### config.mk
export PLATFORM = sky130hd
export DESIGN_NAME = sjis_glyph_locator_stream_core
export DESIGN_NICKNAME = d
export VERILOG_FILES = /design/src/rtl/core/sjgl_pkg.sv /design/src/rtl/core/sjgl_parser.sv /design/src/rtl/core/sjis_glyph_locator_stream_core.sv
export SDC_FILE = /design/constraint.sdc
export NUM_CORES = 1
export LEC_CHECK = 0
export BUFFER_PORTS_ARGS = -buffer_cell sky130_fd_sc_hd__buf_2
export CORE_MARGIN = 2
export CORE_UTILIZATION = 60
export CTS_BUF_LIST = sky130_fd_sc_hd__clkbuf_16
export DETAILED_ROUTE_END_ITERATION = 6
export PLACE_DENSITY = 0.83
export SYNTH_ARGS = -nofsm -noshare
export SYNTH_HDL_FRONTEND = slang
export SYNTH_SLANG_ARGS = --single-unit
### constraint.sdc
create_clock -name clock -period 10.7 [get_ports clock]
set_clock_uncertainty 0.2 [all_clocks]
set_input_delay 2.14 -clock clock [delete_from_list [all_inputs] [get_ports clock]]
set_output_delay 2.14 -clock clock [all_outputs]
set_load 0.01 [all_outputs]
### src/rtl/core/sjgl_pkg.sv
// Shared types and codes for the Shift-JIS glyph locator.
package sjgl_pkg;

   localparam int COORD_BITS_DEFAULT = 16;

   localparam logic [12:0] WINDOW_HEIGHT_RESET = 13'd400;

   localparam logic [1:0] STATUS_GLYPH = 2'd0;
   localparam logic [1:0] STATUS_ERROR = 2'd1;
   localparam logic [1:0] STATUS_END   = 2'd2;

   localparam logic [4:0] WIDTH_SINGLE = 5'd8;
   localparam logic [4:0] WIDTH_DOUBLE = 5'd16;

   typedef struct packed {
      logic [7:0]         code_byte;
      logic               new_string;
      logic signed [15:0] start_x;
      logic signed [15:0] start_y;
      logic [15:0]        max_chars;
      logic               upper_left;
   } req_type;

   typedef struct packed {
      logic [10:0]        glyph_x;
      logic [10:0]        glyph_y;
      logic [4:0]         glyph_width;
      logic signed [15:0] screen_x;
      logic signed [15:0] screen_y;
      logic [1:0]         status;
   } rsp_type;

endpackage

### src/rtl/core/sjgl_parser.sv
// String state, Shift-JIS decode and atlas/pen computation for one byte.
module sjgl_parser #(
   parameter int COORD_BITS = 16
) (
   input  logic              clock,
   input  logic              reset,
   input  logic              fire,
   input  sjgl_pkg::req_type req,
   input  logic [12:0]       window_height,
   output logic              rsp_hit,
   output sjgl_pkg::rsp_type rsp
);
   import sjgl_pkg::*;

   localparam int CW = COORD_BITS;
   localparam int WB = ((CW > 18) ? CW : 18) + 2;

   localparam logic signed [WB-1:0] SAT_HI = {{(WB-CW+1){1'b0}}, {(CW-1){1'b1}}};
   localparam logic signed [WB-1:0] SAT_LO = {{(WB-CW+1){1'b1}}, {(CW-1){1'b0}}};
   localparam logic signed [WB-1:0] GLYPH_H = {{(WB-5){1'b0}}, 5'd16};

   localparam logic [7:0]  LEAD_LO1   = 8'h81;
   localparam logic [7:0]  LEAD_HI1   = 8'h9F;
   localparam logic [7:0]  LEAD_LO2   = 8'hE0;
   localparam logic [7:0]  LEAD_HI2   = 8'hFC;
   localparam logic [7:0]  LEAD_FOLD  = 8'h40;
   localparam logic [7:0]  TRAIL_LO   = 8'h40;
   localparam logic [7:0]  TRAIL_GAP  = 8'h7F;
   localparam logic [7:0]  TRAIL_HI   = 8'hFC;
   localparam logic [7:0]  TRAIL_ROW2 = 8'h9E;
   localparam logic [7:0]  TRAIL_FOLD = 8'h5E;
   localparam logic [11:0] CELL_X_BASE = 12'd16;
   localparam logic [11:0] CELL_Y_BASE = 12'd528;
   localparam logic [11:0] ATLAS_TOP   = 12'd2032;

   function automatic logic signed [CW-1:0] sat(input logic signed [WB-1:0] v);
      logic signed [CW-1:0] r;
      if (v > SAT_HI) begin
         r = SAT_HI[CW-1:0];
      end else if (v < SAT_LO) begin
         r = SAT_LO[CW-1:0];
      end else begin
         r = v[CW-1:0];
      end
      return r;
   endfunction

   logic [7:0]           lead_ff, lead_in;
   logic                 pending_ff, pending_in;
   logic signed [CW-1:0] pen_x_ff, pen_x_in;
   logic signed [CW-1:0] pen_y_ff, pen_y_in;
   logic [15:0]          chars_ff, chars_in;
   logic                 stopped_ff, stopped_in;

   logic [7:0]           e_lead;
   logic                 e_pending;
   logic signed [CW-1:0] e_pen_x, e_pen_y;
   logic [15:0]          e_chars;
   logic                 e_stopped;

   logic signed [WB-1:0] sx_w, sy_w, wh_w, flip_w, px_w, py_w;
   logic [7:0]           b, t1, t2, l1, lrow, toff;
   logic [11:0]          cx, cy, gy2;
   logic                 bad_trail, good_lead;

   always_comb begin
      b = req.code_byte;
      sx_w = {{(WB-16){req.start_x[15]}}, req.start_x};
      sy_w = {{(WB-16){req.start_y[15]}}, req.start_y};
      wh_w = {{(WB-13){1'b0}}, window_height};
      flip_w = wh_w - GLYPH_H - sy_w;

      e_lead = lead_ff;
      e_pending = pending_ff;
      e_pen_x = pen_x_ff;
      e_pen_y = pen_y_ff;
      e_chars = chars_ff;
      e_stopped = stopped_ff;
      if (req.new_string) begin
         e_lead = 8'd0;
         e_pending = 1'b0;
         e_pen_x = sat(sx_w);
         e_pen_y = sat(req.upper_left ? flip_w : sy_w);
         e_chars = req.max_chars;
         e_stopped = 1'b0;
      end

      px_w = {{(WB-CW){e_pen_x[CW-1]}}, e_pen_x};
      py_w = {{(WB-CW){e_pen_y[CW-1]}}, e_pen_y};

      // two-byte code to atlas cell
      t1 = (b > TRAIL_GAP) ? b - 8'd1 : b;
      l1 = (e_lead >= LEAD_LO2) ? e_lead - LEAD_FOLD : e_lead;
      lrow = l1 - LEAD_LO1;
      cx = CELL_X_BASE + {1'b0, lrow[5:0], 5'd0};
      t2 = t1;
      if (t1 >= TRAIL_ROW2) begin
         cx = cx + 12'd16;
         t2 = t1 - TRAIL_FOLD;
      end
      toff = t2 - TRAIL_LO;
      cy = CELL_Y_BASE + {1'b0, toff[6:0], 4'd0};
      gy2 = ATLAS_TOP - cy;

      bad_trail = (b < TRAIL_LO) || (b > TRAIL_HI) || (b == TRAIL_GAP);
      good_lead = ((b >= LEAD_LO1) && (b <= LEAD_HI1)) ||
                  ((b >= LEAD_LO2) && (b <= LEAD_HI2));

      lead_in = e_lead;
      pending_in = e_pending;
      pen_x_in = e_pen_x;
      pen_y_in = e_pen_y;
      chars_in = e_chars;
      stopped_in = e_stopped;

      rsp_hit = 1'b0;
      rsp.glyph_x = 11'd0;
      rsp.glyph_y = 11'd0;
      rsp.glyph_width = 5'd0;
      rsp.screen_x = px_w[15:0];
      rsp.screen_y = py_w[15:0];
      rsp.status = STATUS_GLYPH;

      if (!e_stopped && (e_chars != 16'd0)) begin
         if (e_pending) begin
            pending_in = 1'b0;
            rsp_hit = 1'b1;
            if (bad_trail) begin
               rsp.status = STATUS_ERROR;
               stopped_in = 1'b1;
            end else begin
               rsp.glyph_x = cx[10:0];
               rsp.glyph_y = gy2[10:0];
               rsp.glyph_width = WIDTH_DOUBLE;
               pen_x_in = sat(px_w + {{(WB-5){1'b0}}, WIDTH_DOUBLE});
               chars_in = e_chars - 16'd1;
            end
         end else if (b == 8'd0) begin
            rsp_hit = 1'b1;
            rsp.status = STATUS_END;
            stopped_in = 1'b1;
         end else if (!b[7]) begin
            rsp_hit = 1'b1;
            rsp.glyph_x = {b[7:0], 3'd0};
            rsp.glyph_y = ATLAS_TOP[10:0];
            rsp.glyph_width = WIDTH_SINGLE;
            pen_x_in = sat(px_w + {{(WB-5){1'b0}}, WIDTH_SINGLE});
            chars_in = e_chars - 16'd1;
         end else if (good_lead) begin
            lead_in = b;
            pending_in = 1'b1;
         end else begin
            rsp_hit = 1'b1;
            rsp.status = STATUS_ERROR;
            stopped_in = 1'b1;
         end
      end
   end

   always_ff @(posedge clock) begin
      if (reset) begin
         lead_ff <= 8'd0;
         pending_ff <= 1'b0;
         pen_x_ff <= '0;
         pen_y_ff <= '0;
         chars_ff <= 16'd0;
         stopped_ff <= 1'b1;
      end else if (fire) begin
         lead_ff <= lead_in;
         pending_ff <= pending_in;
         pen_x_ff <= pen_x_in;
         pen_y_ff <= pen_y_in;
         chars_ff <= chars_in;
         stopped_ff <= stopped_in;
      end
   end

endmodule

### src/rtl/core/sjis_glyph_locator_stream_core.sv
// Top level: input register, parser, result register and window height CSR.
//
//   channel  direction  handshake              payload
//   req      in         req_valid / req_stall  code byte and string start fields
//   rsp      out        rsp_valid / rsp_stall  atlas texel, width, screen pos, status
//   csr      in         csr_wr_en              window height (13 bits)
//
// One byte per cycle when rsp_stall allows; a byte goes via input and result registers.
// Bytes that give no result (held lead, stopped string, limit reached) leave nothing.
// Reset is synchronous and leaves the string stopped until a new_string byte.
// req_stall rises only while the result register holds an untaken transaction.
module sjis_glyph_locator_stream_core #(
   parameter int COORD_BITS = sjgl_pkg::COORD_BITS_DEFAULT
) (
   input  logic               clock,
   input  logic               reset,

   input  logic               req_valid,
   output logic               req_stall,
   input  logic [7:0]         req_code_byte,
   input  logic               req_new_string,
   input  logic signed [15:0] req_start_x,
   input  logic signed [15:0] req_start_y,
   input  logic [15:0]        req_max_chars,
   input  logic               req_upper_left,

   output logic               rsp_valid,
   input  logic               rsp_stall,
   output logic [10:0]        rsp_glyph_x,
   output logic [10:0]        rsp_glyph_y,
   output logic [4:0]         rsp_glyph_width,
   output logic signed [15:0] rsp_screen_x,
   output logic signed [15:0] rsp_screen_y,
   output logic [1:0]         rsp_status,

   input  logic               csr_wr_en,
   input  logic [12:0]        csr_wr_data
);
   import sjgl_pkg::*;

   logic        in_valid_ff, in_valid_in;
   req_type     in_req_ff;
   logic        out_valid_ff, out_valid_in;
   rsp_type     out_rsp_ff;
   logic [12:0] window_height_ff;

   logic        out_free, fire, req_take, hit;
   rsp_type     rsp_next;

   assign out_free = ~out_valid_ff | ~rsp_stall;
   assign fire = in_valid_ff & out_free;
   assign req_stall = in_valid_ff & ~out_free;
   assign req_take = req_valid & ~req_stall;

   assign in_valid_in = req_take | (in_valid_ff & ~fire);
   assign out_valid_in = (fire & hit) | (out_valid_ff & rsp_stall);

   sjgl_parser #(
      .COORD_BITS(COORD_BITS)
   ) u_parser (
      .clock(clock),
      .reset(reset),
      .fire(fire),
      .req(in_req_ff),
      .window_height(window_height_ff),
      .rsp_hit(hit),
      .rsp(rsp_next)
   );

   always_ff @(posedge clock) begin
      if (reset) begin
         in_valid_ff <= 1'b0;
         out_valid_ff <= 1'b0;
         window_height_ff <= WINDOW_HEIGHT_RESET;
      end else begin
         in_valid_ff <= in_valid_in;
         out_valid_ff <= out_valid_in;
         if (csr_wr_en) begin
            window_height_ff <= csr_wr_data;
         end
      end
   end

   always_ff @(posedge clock) begin
      if (req_take) begin
         in_req_ff.code_byte <= req_code_byte;
         in_req_ff.new_string <= req_new_string;
         in_req_ff.start_x <= req_start_x;
         in_req_ff.start_y <= req_start_y;
         in_req_ff.max_chars <= req_max_chars;
         in_req_ff.upper_left <= req_upper_left;
      end
      if (fire & hit) begin
         out_rsp_ff <= rsp_next;
      end
   end

   assign rsp_valid = out_valid_ff;
   assign rsp_glyph_x = out_rsp_ff.glyph_x;
   assign rsp_glyph_y = out_rsp_ff.glyph_y;
   assign rsp_glyph_width = out_rsp_ff.glyph_width;
   assign rsp_screen_x = out_rsp_ff.screen_x;
   assign rsp_screen_y = out_rsp_ff.screen_y;
   assign rsp_status = out_rsp_ff.status;

endmodule

Word level (Yosys, flattened, before mapping)
Index checks and enable logic that the tools add are counted.
- equal/unequal tests: 1
- magnitude comparators: 17
- $add $sub $neg: 14
- reduce and logical (&&, ||, !) cells: 9
- bitwise logic cells: 14
- muxes and demuxes: 59
- operators with widths (operator ; number):
    16-bit two-way mux ; 21
    27-bit two-way mux ; 3
    20-bit by 16-bit greater-than comparator with 1-bit output (second input constant) ; 3
    20-bit by 16-bit less-than comparator with 1-bit output (second input constant) ; 3
    8-bit two-way mux ; 7
    8-bit >= comparator (second input constant) ; 4
    26-bit two-way mux ; 1
    1-bit two-way mux ; 20
    20-bit two-way mux ; 1
    16-bit by 5-bit adder with 17-bit output (second input constant) ; 1
    16-bit by 6-bit adder with 17-bit output (second input constant) ; 1
    14-bit by 16-bit subtractor with 17-bit output ; 1
    16-bit greater-than comparator (second input constant) ; 1
    8-bit <= comparator (second input constant) ; 2
    16-bit less-than comparator (second input constant) ; 1
    16-bit nonzero test ; 1
    16-bit by 1-bit subtractor with 16-bit output (second input constant) ; 1
    13-bit by 5-bit subtractor with 14-bit output (second input constant) ; 1
    7-bit subtractor (second input constant) ; 2
    6-bit by 1-bit subtractor with 6-bit output (second input constant) ; 2
    10-bit by 11-bit adder with 11-bit output (first input constant) ; 1
    11-bit by 5-bit adder with 11-bit output (second input constant) ; 1
    5-bit by 11-bit adder with 11-bit output (first input constant) ; 1
    11-bit two-way mux ; 1
    other kinds (16) ; 33
- register bits after elaboration: 192

Logic depth before layout (Yosys ltp)
- depth after elaboration: 12
- mapped depth: 17
- gate-level depth less buffers: 15

By module
A second synthesis with hierarchy kept.
- cell total of the unflattened synthesis: 1147
- area, all modules: 11138.2 um^2
- by module, submodules not included (module ; cells an instance ; sequential area each (um^2) ; area an instance (um^2) ; times used):
    sjgl_parser ; 974 ; 1121.1 ; 7000.5 ; 1
    sjis_glyph_locator_stream_core ; 173 ; 3873.7 ; 4137.7 ; 1

Worst setup path before layout
No wires, ideal clock.
- path type: input to register
- start point: in rsp_stall
- end point: reg out_rsp_ff, in the netlist rsp_glyph_width[3], enable pin
- data required time: 10.022 ns
- setup slack: 4.610 ns
- stages on the path: 6
- arrival: 5.412 ns
- path through: nand2_1 -> and2_1 -> clkbuf_1 -> clkbuf_1 -> nand2_1 -> a21oi_1
- word-level cells in the longest chain between the ends: 4
- ends and longest elaborated chain (element ; line ; RTL):
    from (decl) ; sjis_glyph_locator_stream_core.sv:28 ; input logic rsp_stall,
    1-bit inverter ; sjis_glyph_locator_stream_core.sv:50 ; assign out_free = ~out_valid_ff | ~rsp_stall;
    1-bit OR ; sjis_glyph_locator_stream_core.sv:50 ;
    1-bit bitwise AND ; sjis_glyph_locator_stream_core.sv:51 ; assign fire = in_valid_ff & out_free;
    1-bit bitwise AND ; sjis_glyph_locator_stream_core.sv:93 ; if (fire & hit) begin
    to (signal assigned) ; sjis_glyph_locator_stream_core.sv:94 ; out_rsp_ff <= rsp_next;
    to (decl) ; sjis_glyph_locator_stream_core.sv:44 ; rsp_type out_rsp_ff;
No other way between the ends.
A chain may end at the register's enable or synchronous reset.

Worst setup path after layout
- start point: in rsp_stall
- end point: out req_stall
- word-level cells in the longest chain between the ends: 4
- ends and longest elaborated chain (element ; line ; RTL):
    1-bit inverter ; sjis_glyph_locator_stream_core.sv:50 ;
    1-bit OR ; sjis_glyph_locator_stream_core.sv:50 ;
    1-bit inverter ; sjis_glyph_locator_stream_core.sv:52 ; assign req_stall = in_valid_ff & ~out_free;
    1-bit bitwise AND ; sjis_glyph_locator_stream_core.sv:52 ;
    to (decl) ; sjis_glyph_locator_stream_core.sv:19 ; output logic req_stall,
No other way between the ends.

==> run metrics <==
slew margin rel. a little under two fifths; vias per cell between 6 and 7; Reg2Reg Depth 12; Ports around 140; Tot GR Track Use approximately 28%; Cell Rows 48; placed insts about 1400; ys flop type edfxtp_1; layout cells sized above 1 approximately 18%; slowest library cell on the worst path and3_1; Seq cells post-synth 180; Fin Setup TNS 0 ns; Starting Density 60.9%; register area share after synthesis between 40 and 50%; Hold Crit Endpoint u_parser.chars_ff[9]$_SDFFE_PP0P_; Worst Path Buf+Inv 2; CTS tree built; crit path launch type input pin; Most common cell on crit path buf_2; commonest non-fill, non-tap cell in the layout buf_2; Final min period 4.99 ns; hold slack approximately 0.25 ns; RSZ-0062 raised after global routing no; worst flop-to-flop path endpoint u_parser.pen_x_ff[9]$_SDFFE_PP0P_; setup bufs post-CTS 0; CTS HTree Levels 4; CTS max path bufs 2; Final Cycle Share 46.6%; Yosys top cell area share between 30 and 40%; ANT cells 0; Core Area 17200 um^2; crit path max fanout 3; drt drc 0; Hold Path Cell Cnt 2; GRT overflow 0; CTS root buffer clkbuf_16; largest net degree at the start of global routing 66; port bufs 128; via count about 9000; latest clock arrival within the worst-skew pair roughly 0.44 ns; wire per inst ~18 um; Cell Chain, Critical Path buf_2 > and3_1 > buf_2; fmax 0.200 GHz; die height around 140 um; initial antenna violation count 0; Initial DRC Count a little under 800; R2R setup slack about 6.2 ns; Max Slew Vio Count 0; reg2reg start in_req_ff[49]$_DFFE_PP_; Mapped Avg Cell Area around 9.6 um^2; Final Hold Viols 0; Sink Count 180; slowest stage delay, CP 0.24 ns; Syn Std Cell Area roughly 10000 um^2; number of global-route vias before repair 8210; area leader, netlist edfxtp_1; first-pass GRT wire length ~41 mm; placed wire-length estimate between 15 and 20 mm; ANT nets after route 0; DIE AREA 18500 um^2; hold path startpoint u_parser.chars_ff[9]$_SDFFE_PP0P_; asr flop ratio synth 0%; Max-Cap Viols 0; Net count, final 1300; Cell Pwr Density 145 nW/um^2; EDFF count, synth 109; Worst Hold Class reg -> reg; Synth area leaders edfxtp_1 31%, dfxtp_1 14%, a21oi_1 4.2%, mux2i_1 3.4%, nand2_1 3.4%; outcome completed; Area Overhead vs Synth 12.6%; clk slew on worst S/H paths around 0.07 ns; synth warn 0; worst path required time 8.36 ns; CP delay by family, top buffers and inverters; Mapped Cells between 1000 and 1500; Layout Cells excl Fill around 1400; count of cell types in the netlist 102; hold_buf cts 0; maximum vdd drop 0.000168 V; Data arrival, critical path ~2.7 ns; crit path from rsp_stall; CTS buffer count 17; Leak 0.00468 uW; Final Setup Violations 0; Final GP Congestion approximately 0.99; die width about 140 um; post_cts resized 0; worst slew pin tran around 0.93 ns; most frequent cells in the layout 128 x buf_2, 109 x edfxtp_1, 95 x nand2_1; CP Class in -> out; Pre-antenna DRT Iters 6; CP endpoint kind output pin; Routed WL ~26 mm
registers in the layout (all words and copies together) (netlist names):
| register | flops |
|---|---|
| rsp_screen_x | 16 |
| in_req_ff | 58 |
| rsp_glyph_y | 7 |
| u_parser.pending_ff | 1 |
| in_valid_ff | 1 |
| rsp_screen_y | 16 |
| u_parser.lead_ff | 6 |
| rsp_status | 2 |
| u_parser.stopped_ff | 1 |
| u_parser.pen_y_ff | 16 |
| rsp_glyph_width | 2 |
| rsp_valid | 1 |
| rsp_glyph_x | 8 |
| u_parser.chars_ff | 16 |
| u_parser.pen_x_ff | 16 |
| window_height_ff | 13 |
worst max path at each step:
stage                                        to  cells after the start
6_report                              req_stall                      3
5_1_grt                               req_stall                      3
4_1_cts                               req_stall                      3
3_5_place_dp                          req_stall                      3
3_3_place_gp                          req_stall                      3
2_1_floorplan  rsp_glyph_width[3]$_SDFFCE_PP0P_                      6
power breakdown:
group          switching (uW)  total (uW)  internal, uW
clock                     307         625           318
sequential               29.1         804           775
combinational             176         284           108
worst min-delay path, cell delays in order (launching register included):
cell and delay [ns]:
dfxtp_1 0.31, nand2_1 0.05, a21oi_1 0.05
cells in the mapped netlist (4+ instances only):
cell / count
buf_1: 7
a21o_1: 7
nor3_1: 25
nand2b_1: 8
clkbuf_1: 33
mux2i_1: 36
nor2_1: 87
and3_1: 5
a22oi_1: 8
or3_1: 9
nand3_1: 36
and2_1: 7
nor4_1: 8
o22ai_1: 7
o211ai_1: 18
xor2_1: 21
o31ai_1: 9
nor3b_1: 5
a22o_1: 7
dfxtp_1: 71
mux2_2: 7
o2111ai_1: 4
buf_4: 16
inv_1: 53
o21ai_0: 53
a211oi_1: 7
edfxtp_1: 109
o21a_1: 5
a21oi_1: 87
buf_2: 9
a31oi_1: 37
nand2_1: 95
nor2b_1: 6
nand3b_1: 11
o21ai_1: 33
xnor2_1: 21
ha_1: 28
nand4_1: 7
cells by family (layout without fill, tap and decap cells):
kind of cell	count (synthesis)	after routing	synth area share, %
compound gates	335	335	21.3
xor+xnor	44	44	3.83
fa+ha+maj	30	30	3.64
buf+inv	125	229	5.38
flops	180	180	44.9
mux	47	47	4.70
other cells	1	10	0.0358
simple gates	333	333	16.3
stage by stage:
| step | utilization [%] | total power (uW) | area, um^2 | worst slack (ns) |
|---|---|---|---|---|
| floorplan | - | 1020 | 10500 | 4.61 |
| global placement | 65.1 | 1090 | 11200 | 5.75 |
| detailed placement | 65.1 | 1100 | 11200 | 5.72 |
| CTS | 68.6 | 1720 | 11800 | 5.72 |
| global route | 68.6 | 1780 | 11800 | 5.68 |
| finish | 68.6 | 1710 | 11800 | 5.71 |
area by class of cell:
cell class                 instances  area (um^2)
clock inverter                    15          176
sequential                       180         4690
inverter                          57          214
fill                            1350         5390
multi-input combinational        799         5260
timing repair buffer             140          731
tap                              225          282
clock buffer                      17          425
routing by layer:
layer  up-vias  GRT usage [%]  share of wire, %
met5         -              0                 0
met4         0           9.66               2.5
met3        66           4.88               7.2
met2       455           46.9                49
met1      4205           36.8                42
li1       4262              -                 -
Note: power is estimated with default switching activity, not from simulation.
